`src/rtl/swbrl_pkg.sv`:
```
`default_nettype none
// ----------------------------------------------------------------------------
// swbrl_pkg
// Shared types, widths and codes for the sliding-window byte-rate limiter.
// ----------------------------------------------------------------------------
package swbrl_pkg;

  // window log geometry
  localparam int LOG_DEPTH = 64;
  localparam int PTR_W     = (LOG_DEPTH > 1) ? $clog2(LOG_DEPTH) : 1;
  localparam int FILL_W    = $clog2(LOG_DEPTH + 1);

  // field widths
  localparam int BYTE_W    = 24;
  localparam int STAMP_W   = 32;
  localparam int COUNT_W   = 32;
  localparam int BUDGET_W  = 32;
  localparam int WIN_W     = 16;
  localparam int WB_W      = 31;
  localparam int HELD_W    = 7;
  localparam int ENTRY_W   = BYTE_W + STAMP_W;

  // running sums: the window sum holds LOG_DEPTH full entries without overflow,
  // the all-time total holds a saturated count of full entries
  localparam int WSUM_W    = BYTE_W + PTR_W + 1;
  localparam int TOTAL_W   = BYTE_W + COUNT_W;
  localparam int PERM_W    = (WSUM_W + 1 > BUDGET_W + 1) ? WSUM_W + 1 : BUDGET_W + 1;

  // saturation limits of the result fields
  localparam logic [WB_W-1:0]   WB_MAX   = {WB_W{1'b1}};
  localparam logic [HELD_W-1:0] HELD_MAX = {HELD_W{1'b1}};

  // divider: quotient never exceeds one byte count
  localparam int QUOT_W    = BYTE_W;
  localparam int DCNT_W    = $clog2(QUOT_W + 1);

  // input queue between front and back
  localparam int QUEUE_DEPTH = 4;
  localparam int QPTR_W      = $clog2(QUEUE_DEPTH);
  localparam int QCNT_W      = $clog2(QUEUE_DEPTH + 1);

  // configuration
  localparam int CFG_IDX_W = 2;
  localparam int CFG_DAT_W = 32;
  localparam logic [CFG_IDX_W-1:0] REG_BYTES_PER_WINDOW = 2'd0;
  localparam logic [CFG_IDX_W-1:0] REG_WINDOW_TICKS     = 2'd1;
  localparam logic [BUDGET_W-1:0]  BUDGET_RESET         = 32'd1000000;
  localparam logic [WIN_W-1:0]     WINDOW_RESET         = 16'd1000;

  // item kinds
  localparam logic MODE_TICK = 1'b0;
  localparam logic MODE_TXN  = 1'b1;

  typedef struct packed {
    logic              mode;
    logic [BYTE_W-1:0] byte_count;
  } item_t;

  typedef struct packed {
    logic [BUDGET_W-1:0] bytes_per_window;
    logic [WIN_W-1:0]    window_ticks;
  } cfg_t;

  typedef enum logic [3:0] {
    ST_IDLE,
    ST_UPDATE,
    ST_EVICT,
    ST_WRITE,
    ST_EXP_RD,
    ST_EXP_CHK,
    ST_DIV,
    ST_DIV_WAIT,
    ST_RESULT
  } state_t;

endpackage
`default_nettype wire

```
`src/rtl/swbrl_ram.sv`:
```
`default_nettype none
// ----------------------------------------------------------------------------
// swbrl_ram
// Generic single-write, single-read RAM with registered read data.
// ----------------------------------------------------------------------------
module swbrl_ram #(
  parameter int WIDTH = 8,
  parameter int DEPTH = 16
) (
  input  wire logic                                   clk,
  input  wire logic                                   wr_en,
  input  wire logic [((DEPTH > 1) ? $clog2(DEPTH) : 1)-1:0] wr_addr,
  input  wire logic [WIDTH-1:0]                       wr_data,
  input  wire logic                                   rd_en,
  input  wire logic [((DEPTH > 1) ? $clog2(DEPTH) : 1)-1:0] rd_addr,
  output logic      [WIDTH-1:0]                       rd_data
);

  logic [WIDTH-1:0] mem [DEPTH];

  always_ff @(posedge clk) begin
    if (wr_en) begin
      mem[wr_addr] <= wr_data;
    end
    if (rd_en) begin
      rd_data <= mem[rd_addr];
    end
  end

endmodule
`default_nettype wire

```
`src/rtl/swbrl_front.sv`:
```
`default_nettype none
// ----------------------------------------------------------------------------
// swbrl_front
// Accepts input words and holds them in a short queue for the back end.
// ----------------------------------------------------------------------------
module swbrl_front (
  input  wire logic                        clk,
  input  wire logic                        rst,
  input  wire logic                        item_valid,
  output logic                             item_stall,
  input  wire logic                        mode,
  input  wire logic [swbrl_pkg::BYTE_W-1:0] byte_count,
  output logic                             q_valid,
  output swbrl_pkg::item_t                 q_item,
  input  wire logic                        q_pop
);

  import swbrl_pkg::*;

  item_t             slots [QUEUE_DEPTH];
  logic [QPTR_W-1:0] wr_ptr;
  logic [QPTR_W-1:0] rd_ptr;
  logic [QCNT_W-1:0] count;
  logic              push;
  logic              pop;

  assign item_stall = (count == QCNT_W'(QUEUE_DEPTH));
  assign push       = item_valid && !item_stall;
  assign q_valid    = (count != '0);
  assign pop        = q_pop && q_valid;
  assign q_item     = slots[rd_ptr];

  always_ff @(posedge clk) begin
    if (push) begin
      slots[wr_ptr] <= '{mode: mode, byte_count: byte_count};
    end
  end

  always_ff @(posedge clk) begin
    if (rst) begin
      wr_ptr <= '0;
      rd_ptr <= '0;
      count  <= '0;
    end else begin
      if (push) begin
        wr_ptr <= (wr_ptr == QPTR_W'(QUEUE_DEPTH - 1)) ? '0 : wr_ptr + 1'b1;
      end
      if (pop) begin
        rd_ptr <= (rd_ptr == QPTR_W'(QUEUE_DEPTH - 1)) ? '0 : rd_ptr + 1'b1;
      end
      case ({push, pop})
        2'b10:   count <= count + 1'b1;
        2'b01:   count <= count - 1'b1;
        default: count <= count;
      endcase
    end
  end

endmodule
`default_nettype wire

```
`src/rtl/swbrl_div.sv`:
```
`default_nettype none
// ----------------------------------------------------------------------------
// swbrl_div
// Restoring divider, one quotient bit per cycle. The dividend must be below
// divisor * 2^QUOT_W so that the quotient fits in QUOT_W bits.
// ----------------------------------------------------------------------------
module swbrl_div (
  input  wire logic                          clk,
  input  wire logic                          rst,
  input  wire logic                          start,
  input  wire logic [swbrl_pkg::TOTAL_W-1:0] dividend,
  input  wire logic [swbrl_pkg::COUNT_W-1:0] divisor,
  output logic                               done,
  output logic      [swbrl_pkg::QUOT_W-1:0]  quotient
);

  import swbrl_pkg::*;

  logic                busy;
  logic [DCNT_W-1:0]   cnt;
  logic [COUNT_W-1:0]  rem;
  logic [QUOT_W-1:0]   low;
  logic [COUNT_W:0]    shifted;
  logic [COUNT_W:0]    trial;
  logic                qbit;
  logic [COUNT_W-1:0]  rem_next;

  always_comb begin
    shifted  = {rem, low[QUOT_W-1]};
    trial    = shifted - {1'b0, divisor};
    qbit     = !trial[COUNT_W];
    rem_next = qbit ? trial[COUNT_W-1:0] : shifted[COUNT_W-1:0];
  end

  always_ff @(posedge clk) begin
    if (rst) begin
      busy <= 1'b0;
      done <= 1'b0;
      cnt  <= '0;
    end else begin
      done <= 1'b0;
      if (start) begin
        busy <= 1'b1;
        cnt  <= DCNT_W'(QUOT_W);
      end else if (busy) begin
        cnt <= cnt - 1'b1;
        if (cnt == DCNT_W'(1)) begin
          busy <= 1'b0;
          done <= 1'b1;
        end
      end
    end
  end

  always_ff @(posedge clk) begin
    if (start) begin
      rem <= dividend[TOTAL_W-1 -: COUNT_W];
      low <= dividend[QUOT_W-1:0];
    end else if (busy) begin
      rem      <= rem_next;
      low      <= {low[QUOT_W-2:0], 1'b0};
      quotient <= {quotient[QUOT_W-2:0], qbit};
    end
  end

endmodule
`default_nettype wire

```
`src/rtl/swbrl_back.sv`:
```
`default_nettype none
// ----------------------------------------------------------------------------
// swbrl_back
// Sequencer that logs transactions, retires expired entries one per pass,
// runs the mean division and registers one result per word.
// ----------------------------------------------------------------------------
module swbrl_back (
  input  wire logic                         clk,
  input  wire logic                         rst,
  input  wire swbrl_pkg::cfg_t              cfg,
  input  wire logic                         q_valid,
  input  wire swbrl_pkg::item_t             q_item,
  output logic                              q_pop,
  output logic                              result_valid,
  input  wire logic                         result_stall,
  output logic                              permit,
  output logic      [swbrl_pkg::WB_W-1:0]   window_bytes,
  output logic      [swbrl_pkg::BYTE_W-1:0] mean_bytes,
  output logic      [swbrl_pkg::HELD_W-1:0] entries_held
);

  import swbrl_pkg::*;

  state_t              state;
  state_t              state_next;

  logic                cur_mode;
  logic [BYTE_W-1:0]   cur_bytes;
  logic [PTR_W-1:0]    head_ptr;
  logic [PTR_W-1:0]    tail_ptr;
  logic [FILL_W-1:0]   fill_count;
  logic [STAMP_W-1:0]  now_ticks;
  logic [WSUM_W-1:0]   window_sum;
  logic [TOTAL_W-1:0]  total_bytes;
  logic [COUNT_W-1:0]  txn_count;
  logic [BYTE_W-1:0]   mean;

  logic                ram_rd_en;
  logic                ram_wr_en;
  logic [ENTRY_W-1:0]  ram_rd_data;
  logic [BYTE_W-1:0]   rd_bytes;
  logic [STAMP_W-1:0]  rd_stamp;
  logic [STAMP_W-1:0]  age;
  logic                expired;
  logic                log_full;
  logic                log_empty;

  logic                div_start;
  logic                div_done;
  logic [QUOT_W-1:0]   div_quot;

  logic                res_load;
  logic                load_ok;
  logic [PERM_W-1:0]   wsum_ext;
  logic [PERM_W-1:0]   need;
  logic [PERM_W-1:0]   budget_ext;
  logic [PTR_W-1:0]    head_inc;
  logic [PTR_W-1:0]    tail_inc;

  swbrl_ram #(
    .WIDTH (ENTRY_W),
    .DEPTH (LOG_DEPTH)
  ) u_log (
    .clk     (clk),
    .wr_en   (ram_wr_en),
    .wr_addr (tail_ptr),
    .wr_data ({cur_bytes, now_ticks}),
    .rd_en   (ram_rd_en),
    .rd_addr (head_ptr),
    .rd_data (ram_rd_data)
  );

  swbrl_div u_div (
    .clk      (clk),
    .rst      (rst),
    .start    (div_start),
    .dividend (total_bytes),
    .divisor  (txn_count),
    .done     (div_done),
    .quotient (div_quot)
  );

  assign rd_bytes   = ram_rd_data[ENTRY_W-1 -: BYTE_W];
  assign rd_stamp   = ram_rd_data[STAMP_W-1:0];
  assign age        = now_ticks - rd_stamp;
  assign expired    = age > STAMP_W'(cfg.window_ticks);
  assign log_full   = (fill_count == FILL_W'(LOG_DEPTH));
  assign log_empty  = (fill_count == '0);
  assign head_inc   = (head_ptr == PTR_W'(LOG_DEPTH - 1)) ? '0 : head_ptr + 1'b1;
  assign tail_inc   = (tail_ptr == PTR_W'(LOG_DEPTH - 1)) ? '0 : tail_ptr + 1'b1;
  assign load_ok    = !result_valid || !result_stall;

  assign wsum_ext   = PERM_W'(window_sum);
  assign need       = wsum_ext + PERM_W'(mean);
  assign budget_ext = PERM_W'(cfg.bytes_per_window);

  // next state
  always_comb begin
    state_next = state;
    case (state)
      ST_IDLE:     if (q_valid) state_next = ST_UPDATE;
      ST_UPDATE: begin
        if (cur_mode == MODE_TXN) begin
          state_next = log_full ? ST_EVICT : ST_WRITE;
        end else begin
          state_next = ST_EXP_RD;
        end
      end
      ST_EVICT:    state_next = ST_WRITE;
      ST_WRITE:    state_next = ST_EXP_RD;
      ST_EXP_RD:   state_next = log_empty ? ST_DIV : ST_EXP_CHK;
      ST_EXP_CHK:  state_next = expired ? ST_EXP_RD : ST_DIV;
      ST_DIV:      state_next = ST_DIV_WAIT;
      ST_DIV_WAIT: if (div_done) state_next = ST_RESULT;
      ST_RESULT:   if (load_ok) state_next = ST_IDLE;
      default:     state_next = ST_IDLE;
    endcase
  end

  // control outputs
  always_comb begin
    q_pop     = 1'b0;
    ram_rd_en = 1'b0;
    ram_wr_en = 1'b0;
    div_start = 1'b0;
    res_load  = 1'b0;
    case (state)
      ST_IDLE:    q_pop     = q_valid;
      ST_UPDATE:  ram_rd_en = (cur_mode == MODE_TXN) && log_full;
      ST_WRITE:   ram_wr_en = 1'b1;
      ST_EXP_RD:  ram_rd_en = !log_empty;
      ST_DIV:     div_start = 1'b1;
      ST_RESULT:  res_load  = load_ok;
      default: begin
        q_pop = 1'b0;
      end
    endcase
  end

  always_ff @(posedge clk) begin
    if (rst) begin
      state       <= ST_IDLE;
      head_ptr    <= '0;
      tail_ptr    <= '0;
      fill_count  <= '0;
      now_ticks   <= '0;
      window_sum  <= '0;
      total_bytes <= '0;
      txn_count   <= '0;
    end else begin
      state <= state_next;
      case (state)
        ST_UPDATE: begin
          if (cur_mode == MODE_TXN) begin
            // freeze the mean once the count saturates
            if (txn_count != '1) begin
              total_bytes <= total_bytes + TOTAL_W'(cur_bytes);
              txn_count   <= txn_count + 1'b1;
            end
          end else begin
            now_ticks <= now_ticks + 1'b1;
          end
        end
        ST_EVICT: begin
          window_sum <= window_sum - WSUM_W'(rd_bytes);
          head_ptr   <= head_inc;
          fill_count <= fill_count - 1'b1;
        end
        ST_WRITE: begin
          window_sum <= window_sum + WSUM_W'(cur_bytes);
          tail_ptr   <= tail_inc;
          fill_count <= fill_count + 1'b1;
        end
        ST_EXP_CHK: begin
          if (expired) begin
            window_sum <= window_sum - WSUM_W'(rd_bytes);
            head_ptr   <= head_inc;
            fill_count <= fill_count - 1'b1;
          end
        end
        default: begin
        end
      endcase
    end
  end

  // word and mean holding registers
  always_ff @(posedge clk) begin
    if (q_pop) begin
      cur_mode  <= q_item.mode;
      cur_bytes <= q_item.byte_count;
    end
    if (state == ST_DIV_WAIT && div_done) begin
      mean <= (txn_count == '0) ? '0 : div_quot;
    end
  end

  // result register
  always_ff @(posedge clk) begin
    if (rst) begin
      result_valid <= 1'b0;
    end else if (res_load) begin
      result_valid <= 1'b1;
    end else if (!result_stall) begin
      result_valid <= 1'b0;
    end
  end

  always_ff @(posedge clk) begin
    if (res_load) begin
      permit       <= budget_ext > need;
      window_bytes <= (wsum_ext > PERM_W'(WB_MAX)) ? WB_MAX : wsum_ext[WB_W-1:0];
      mean_bytes   <= mean;
      entries_held <= (32'(fill_count) > 32'(HELD_MAX)) ? HELD_MAX
                                                         : HELD_W'(fill_count);
    end
  end

endmodule
`default_nettype wire

```
`src/rtl/sliding_window_byte_rate_limiter_top.sv`:
```
`default_nettype none
// ----------------------------------------------------------------------------
// sliding_window_byte_rate_limiter_top
// Sliding-window byte-rate limiter: logs transactions with their tick stamp,
// retires entries older than the window and reports sum, mean and permit.
// ----------------------------------------------------------------------------
// Each input word is a tick (mode 0) or a completed transaction (mode 1) and
// yields exactly one result word. Words enter a four-deep queue and are then
// handled one at a time by a sequencer. A transaction that finds the log full
// first evicts its oldest entry; every word then retires expired entries from
// the head one at a time, each through a registered read of the log RAM, and
// runs the 24-step restoring divider that forms the mean before its result is
// registered, where it may wait on a stall. No clearing pass follows reset.
// Write the configuration registers (index 0: byte budget per window, index 1:
// window length in ticks) only while no word is in flight.
module sliding_window_byte_rate_limiter_top (
  input  wire logic                            clk,
  input  wire logic                            rst,
  // configuration
  input  wire logic                            cfg_valid,
  output logic                                 cfg_ready,
  input  wire logic [swbrl_pkg::CFG_IDX_W-1:0] cfg_index,
  input  wire logic [swbrl_pkg::CFG_DAT_W-1:0] cfg_data,
  // input words
  input  wire logic                            item_valid,
  output logic                                 item_stall,
  input  wire logic                            mode,
  input  wire logic [swbrl_pkg::BYTE_W-1:0]    byte_count,
  // result words
  output logic                                 result_valid,
  input  wire logic                            result_stall,
  output logic                                 permit,
  output logic      [swbrl_pkg::WB_W-1:0]      window_bytes,
  output logic      [swbrl_pkg::BYTE_W-1:0]    mean_bytes,
  output logic      [swbrl_pkg::HELD_W-1:0]    entries_held
);

  import swbrl_pkg::*;

  cfg_t  cfg;
  logic  q_valid;
  item_t q_item;
  logic  q_pop;

  assign cfg_ready = 1'b1;

  always_ff @(posedge clk) begin
    if (rst) begin
      cfg.bytes_per_window <= BUDGET_RESET;
      cfg.window_ticks     <= WINDOW_RESET;
    end else if (cfg_valid && cfg_ready) begin
      case (cfg_index)
        REG_BYTES_PER_WINDOW: cfg.bytes_per_window <= cfg_data[BUDGET_W-1:0];
        REG_WINDOW_TICKS:     cfg.window_ticks     <= cfg_data[WIN_W-1:0];
        default: begin
          cfg <= cfg;
        end
      endcase
    end
  end

  swbrl_front u_front (
    .clk        (clk),
    .rst        (rst),
    .item_valid (item_valid),
    .item_stall (item_stall),
    .mode       (mode),
    .byte_count (byte_count),
    .q_valid    (q_valid),
    .q_item     (q_item),
    .q_pop      (q_pop)
  );

  swbrl_back u_back (
    .clk          (clk),
    .rst          (rst),
    .cfg          (cfg),
    .q_valid      (q_valid),
    .q_item       (q_item),
    .q_pop        (q_pop),
    .result_valid (result_valid),
    .result_stall (result_stall),
    .permit       (permit),
    .window_bytes (window_bytes),
    .mean_bytes   (mean_bytes),
    .entries_held (entries_held)
  );

endmodule
`default_nettype wire

```
`config.mk`:
```
export PLATFORM = sky130hd
export DESIGN_NAME = sliding_window_byte_rate_limiter_top
export DESIGN_NICKNAME = d
export VERILOG_FILES = /design/src/rtl/swbrl_pkg.sv /design/src/rtl/swbrl_ram.sv /design/src/rtl/swbrl_front.sv /design/src/rtl/swbrl_div.sv /design/src/rtl/swbrl_back.sv /design/src/rtl/sliding_window_byte_rate_limiter_top.sv
export SDC_FILE = /design/constraint.sdc
export NUM_CORES = 2
export LEC_CHECK = 0
export BUFFER_PORTS_ARGS = -buffer_cell sky130_fd_sc_hd__buf_2
export CAP_MARGIN = 20
export CORE_UTILIZATION = 40
export DETAILED_ROUTE_END_ITERATION = 8
export SKIP_CTS_REPAIR_TIMING = 1
export SYNTH_ARGS = -nofsm -noshare
export SYNTH_HDL_FRONTEND = slang
export SYNTH_HIERARCHICAL = 1
export SYNTH_SLANG_ARGS = --single-unit
```
`constraint.sdc`:
```
create_clock -name clk -period 7.93 [get_ports clk]
set_clock_uncertainty 0.2 [all_clocks]
set_input_delay 0.793 -clock clk [delete_from_list [all_inputs] [get_ports clk]]
set_output_delay 0.793 -clock clk [all_outputs]
set_load 0.01 [all_outputs]
```
==> impl.org <==
** Routing
- Violation count after the first detailed-route iteration :: 10700
- In the final routed layout, each cell accounts on average for 32.2 um.
- Detailed routing inserted a total of 92200 vias.
- Using the TritonRoute via totals, the vias-per-cell ratio works out to 6.01.
- Detailed-route DRC error count :: 0
- Detailed Routing Iterations Pass 1 :: 6
- Final antenna-violating net count :: 0
- Wires add up to 494 mm.

** Run status
- The flow ran to the end, and the final reports show no timing, DRC or antenna violations.

** Clock network
- TritonCTS built the clock tree.
- Clock Root Buffer :: sky130_fd_sc_hd__clkbuf_16
- At the later pin of the worst-skew pair, clock insertion delay measures 0.98 ns.
- The clock passes through at most 4 buffers.
- In this run, CTS created clock tree buffers numbering 416.
- The H-tree was split into 5 levels.
- Clock edge transition at the registers on the reported setup and hold paths :: 0.06 ns
- Clock tree sinks :: 4171

** Yosys
- Number of unique standard cell types used by synthesis :: 100
- Post-synth EDFFs :: 3932
- Synth Flop Type :: sky130_fd_sc_hd__edfxtp_1
- By area the synthesized netlist is led by sky130_fd_sc_hd__edfxtp_1, sky130_fd_sc_hd__mux4_2, sky130_fd_sc_hd__dfxtp_1.
- Post-synthesis sequential element count :: 4171
- Top cell type by total area after synthesis :: sky130_fd_sc_hd__edfxtp_1
- Of the post-synthesis cell area, the dominant cell type holds 0.702.
- The number of nets in the synthesized netlist is 9355.
- Post-synthesis cell count :: 9076
- Share of synthesized registers carrying an async set or reset :: 0
- Cell Area, Synth :: 168000 um2
- Synth Area per Inst :: 18.5 um2
- Portion of the post-synthesis area used by sequential elements :: 0.730
- During synthesis, Yosys emitted a total of 6 warnings.

** Global routing
- Met3 Track Usage GR :: 0.0438
- After global routing, the most crowded layer is met2.
- The initial antenna violation count came to 32.
- Grt met2 use :: 0.365
- The via count of the first global-routing pass came to 91100.
- Total congestion overflow :: 0
- The first global-routing pass estimated 691 mm of wire.
- Largest net degree at the start of global routing :: 137
- For met1 alone, demand over resource in global routing was 0.311.
- Tot GR Track Use :: 0.229

** Placement
- Global placer's final weighted congestion :: 0.857
- Setup slack at placement :: 1.54 ns
- HPWL after detailed placement :: 281 mm
- Buffers placed on the I/O ports in this run total 128.
- Cell count after placement :: 14500

** Setup path
- CP bufs+invs :: 1
- Among cell families on the critical path, the largest total delay comes from compound AO/OA/AOI/OAI gates.
- Cell occurring most often along the worst timing path :: sky130_fd_sc_hd__nand2_1
- Capturing element type of the critical path :: register
- Along the worst path, the maximum fanout reaches 20.
- STA puts the critical path data arrival time at 7.20 ns.
- Reg-to-reg slack, setup :: 1.41 ns
- The worst setup path is of the reg -> reg kind.
- For this design, the slowest cell found on the critical path is sky130_fd_sc_hd__o31ai_4.
- In this run the critical register-to-register path is launched from u_back/u_log/rd_data[0]$_DFFE_PP_.
- Worst-path cell chain :: ha_1, fa_1, nand2b_1, a21o_1, a211oi_1, nand2_1, nand2_1, a21oi_1, xnor2_1, ha_1, nand4_1, nor4_1, nand2_1, a2111oi_0, o2111ai_1, nor4_2, nand4b_4, o31ai_4, buf_4, nand2_1, a211oi_1
- The worst register-to-register path has a depth of 21.
- The worst register-to-register path ends at u_back/window_sum[2]$_SDFFE_PP0P_.
- STA puts the critical path data required time at 8.62 ns.
- On the worst path, the slowest cell contributes a delay of 0.89 ns.
- STA classifies the critical path startpoint as a register.

** Cells and area
- For this run, the share of the core covered by cells in the final layout is 0.456.
- Area growth, synth to finish :: 13.2%
- Top library cells by usage in the layout, fill and taps aside :: sky130_fd_sc_hd__edfxtp_1, sky130_fd_sc_hd__mux4_2, sky130_fd_sc_hd__clkbuf_16, sky130_fd_sc_hd__nor2_1, sky130_fd_sc_hd__mux2i_1
- For this run, the post-layout net count is 9760.
- After filler insertion, the fill cell instance count of the layout stands at 34900.
- Share of post-route cells with drive strength above 1 :: 0.212
- Excluding fillers, the count of instances in the completed layout stands at 15300.
- The library cell used most frequently in the layout, excluding fill and tap cells, is sky130_fd_sc_hd__edfxtp_1.

** Floorplanning
- The floorplan step defined a die boundary enclosing 423000 um2.
- Initial Utilization :: 0.403
- Std-Cell Core Area :: 418000 um2
- Pin placement for this block handled 130 I/O pins.
- The die is 651 um wide.
- After floorplanning, the core was divided into 237 placement rows.
- Floorplan die height :: 651 um

** STA
- After layout, the worst setup slack is 1.41 ns.
- Final cycle utilization of the critical path :: 0.822
- Fmax achieved :: 153 MHz
- Across all hold checks on the routed design, the worst slack comes to 0.0560 ns.
- Setup_tns :: 0 ns
- The worst pin sits at a relative slew slack of 0.137.
- Final setup vio count :: 0
- The final-report max-slew violation count was 0.
- For the finished layout, the period the worst path requires is 6.52 ns.
- Setup repair after global routing missed its margin :: no
- Transition time at the pin with the least slew margin :: 1.29 ns
- The hold violation total from the final report is 0.

** Min path
- The worst hold path terminates at cfg[22]$_SDFFE_PP1P_.
- The startpoint identified for the worst hold timing path is cfg_data[6].
- Counting instances, the worst hold path has a depth of 3.
- The worst hold path belongs to the class in -> reg.

** Flow run
- Across the run, the number of max-cap violations was 0.

** Power
- Power spread over the standard cell area amounts to 287 nW/um2.
- In this run the power spent charging and discharging nets is 14.4 mW.
- Worst-case vdd ir drop :: 0.231 mV
- Of the total power, registers draw 0.477.
- The share of total power dissipated in combinational logic is 0.168.
- Clk network pwr share :: 0.355
- Internal power comes to 40.3 mW.
- Static leakage :: 59.9 nW
- Switching part of the total power :: 0.263
## power by group through the flow
stage | Sequential, mW | Clock (mW) | Combinational [mW]
final | 26.1 | 19.4 | 9.21
after floorplan | 26.9 | 0 | 6.23
after global routing | 26.1 | 20.5 | 9.98
after global placement | 26.5 | 0 | 9.04
after detailed placement | 26.6 | 0 | 9.24
after CTS | 26.1 | 19.7 | 9.27
## metal layers
metal  routed length, um  share of wire  up-vias
li1                    -              -    37800
met1              197000           0.40    49000
met2              232000           0.47     4501
met3               44400          0.090      849
met4               21300          0.043        2
met5                  12       0.000024        -
## kinds of logic (layout without fill, tap and decap cells)
family                     count (synthesis)  count (layout)  synth area share
AOI/OAI and AO/OA                       1297            1297            0.0507
xor gates and xnor gates                 215             215            0.0112
adders and majority gates                215             215            0.0163
buffers and inverters                    650            1402            0.0193
DFF                                     4171            4171             0.730
muxes                                   1181            1181             0.132
other                                      1              23         0.0000223
and+or+nand+nor                         1346            1346            0.0401
## area by class of cell
class	instances	area (um2)	share of cell area
flip-flops and latches	4171	123000	0.645
clock buffers	527	11100	0.0580
repair buffers	470	3860	0.0203
multi-input cells	4255	42800	0.225
well taps	5497	6880	0.0361
inverters	167	632	0.00332
diodes	22	55.1	0.000289
clock inverters	238	2270	0.0119
## worst reg2reg max path: stages (launching register included)
cell                        delay [ns]
sky130_fd_sc_hd__edfxtp_1         0.38
sky130_fd_sc_hd__ha_1             0.22
sky130_fd_sc_hd__fa_1             0.41
sky130_fd_sc_hd__nand2b_1         0.19
sky130_fd_sc_hd__a21o_1           0.20
sky130_fd_sc_hd__a211oi_1         0.38
sky130_fd_sc_hd__nand2_1          0.09
sky130_fd_sc_hd__nand2_1          0.11
sky130_fd_sc_hd__a21oi_1          0.08
sky130_fd_sc_hd__xnor2_1          0.17
sky130_fd_sc_hd__ha_1             0.33
sky130_fd_sc_hd__nand4_1          0.16
sky130_fd_sc_hd__nor4_1           0.41
sky130_fd_sc_hd__nand2_1          0.16
sky130_fd_sc_hd__a2111oi_0        0.46
sky130_fd_sc_hd__o2111ai_1        0.21
sky130_fd_sc_hd__nor4_2           0.42
sky130_fd_sc_hd__nand4b_4         0.26
sky130_fd_sc_hd__o31ai_4          0.90
sky130_fd_sc_hd__buf_4            0.35
sky130_fd_sc_hd__nand2_1          0.13
sky130_fd_sc_hd__a211oi_1         0.22
## flip-flops by register name, summed over array words and instances (netlist names), 31 cells and up, named ones only
| name | flops |
|---|---|
| u_back/u_log/rd_data | 56 |
| u_back/total_bytes | 56 |
| u_back/window_sum | 31 |
| u_back/txn_count | 32 |
| u_back/now_ticks | 32 |
| u_back/window_bytes | 31 |
| u_front/slots | 100 |
| u_back/u_log/mem | 3584 |
| u_back/u_div/rem | 32 |
| cfg | 48 |
## synth_stat cells, types with 70 or more instances
library cell / instances
sky130_fd_sc_hd__mux2i_1: 290
sky130_fd_sc_hd__dfxtp_1: 239
sky130_fd_sc_hd__nand2_1: 284
sky130_fd_sc_hd__nor2_1: 359
sky130_fd_sc_hd__nand3_1: 128
sky130_fd_sc_hd__o22ai_1: 253
sky130_fd_sc_hd__inv_1: 166
sky130_fd_sc_hd__ha_1: 208
sky130_fd_sc_hd__edfxtp_1: 3932
sky130_fd_sc_hd__a21o_1: 70
sky130_fd_sc_hd__nor2b_1: 70
sky130_fd_sc_hd__buf_2: 116
sky130_fd_sc_hd__o21ai_0: 159
sky130_fd_sc_hd__clkbuf_1: 221
sky130_fd_sc_hd__xor2_1: 84
sky130_fd_sc_hd__buf_4: 76
sky130_fd_sc_hd__a21oi_1: 279
sky130_fd_sc_hd__a22oi_1: 76
sky130_fd_sc_hd__nand2b_1: 101
sky130_fd_sc_hd__mux4_2: 828
sky130_fd_sc_hd__xnor2_1: 131
## worst max-delay path by stage
stage / from / to / slack (ns) / cells past startpoint
after floorplan: u_back/state[3]$_SDFFE_PP0P_ / u_back/u_log/mem[48][0]$_DFFE_PP_ / 1.66 / 8
after global placement: u_back/now_ticks[0]$_SDFFE_PP0P_ / u_back/fill_count[2]$_SDFFE_PP0P_ / 1.63 / 22
after detailed placement: u_back/u_log/rd_data[0]$_DFFE_PP_ / u_back/fill_count[2]$_SDFFE_PP0P_ / 1.54 / 21
after CTS: u_back/u_log/rd_data[0]$_DFFE_PP_ / u_back/window_sum[2]$_SDFFE_PP0P_ / 1.48 / 21
after global routing: u_back/now_ticks[1]$_SDFFE_PP0P_ / u_back/window_sum[2]$_SDFFE_PP0P_ / 0.78 / 20
final: u_back/u_log/rd_data[0]$_DFFE_PP_ / u_back/window_sum[2]$_SDFFE_PP0P_ / 1.41 / 21
## stage by stage
stage / power [mW] / area [um2]
3_5_place_dp: 35.8 / 177000
2_1_floorplan: 33.1 / 168000
4_1_cts: 55.1 / 190000
5_1_grt: 56.6 / 190000
3_3_place_gp: 35.6 / 176000
6_report: 54.7 / 190000
(Power assumes the default switching activity.)
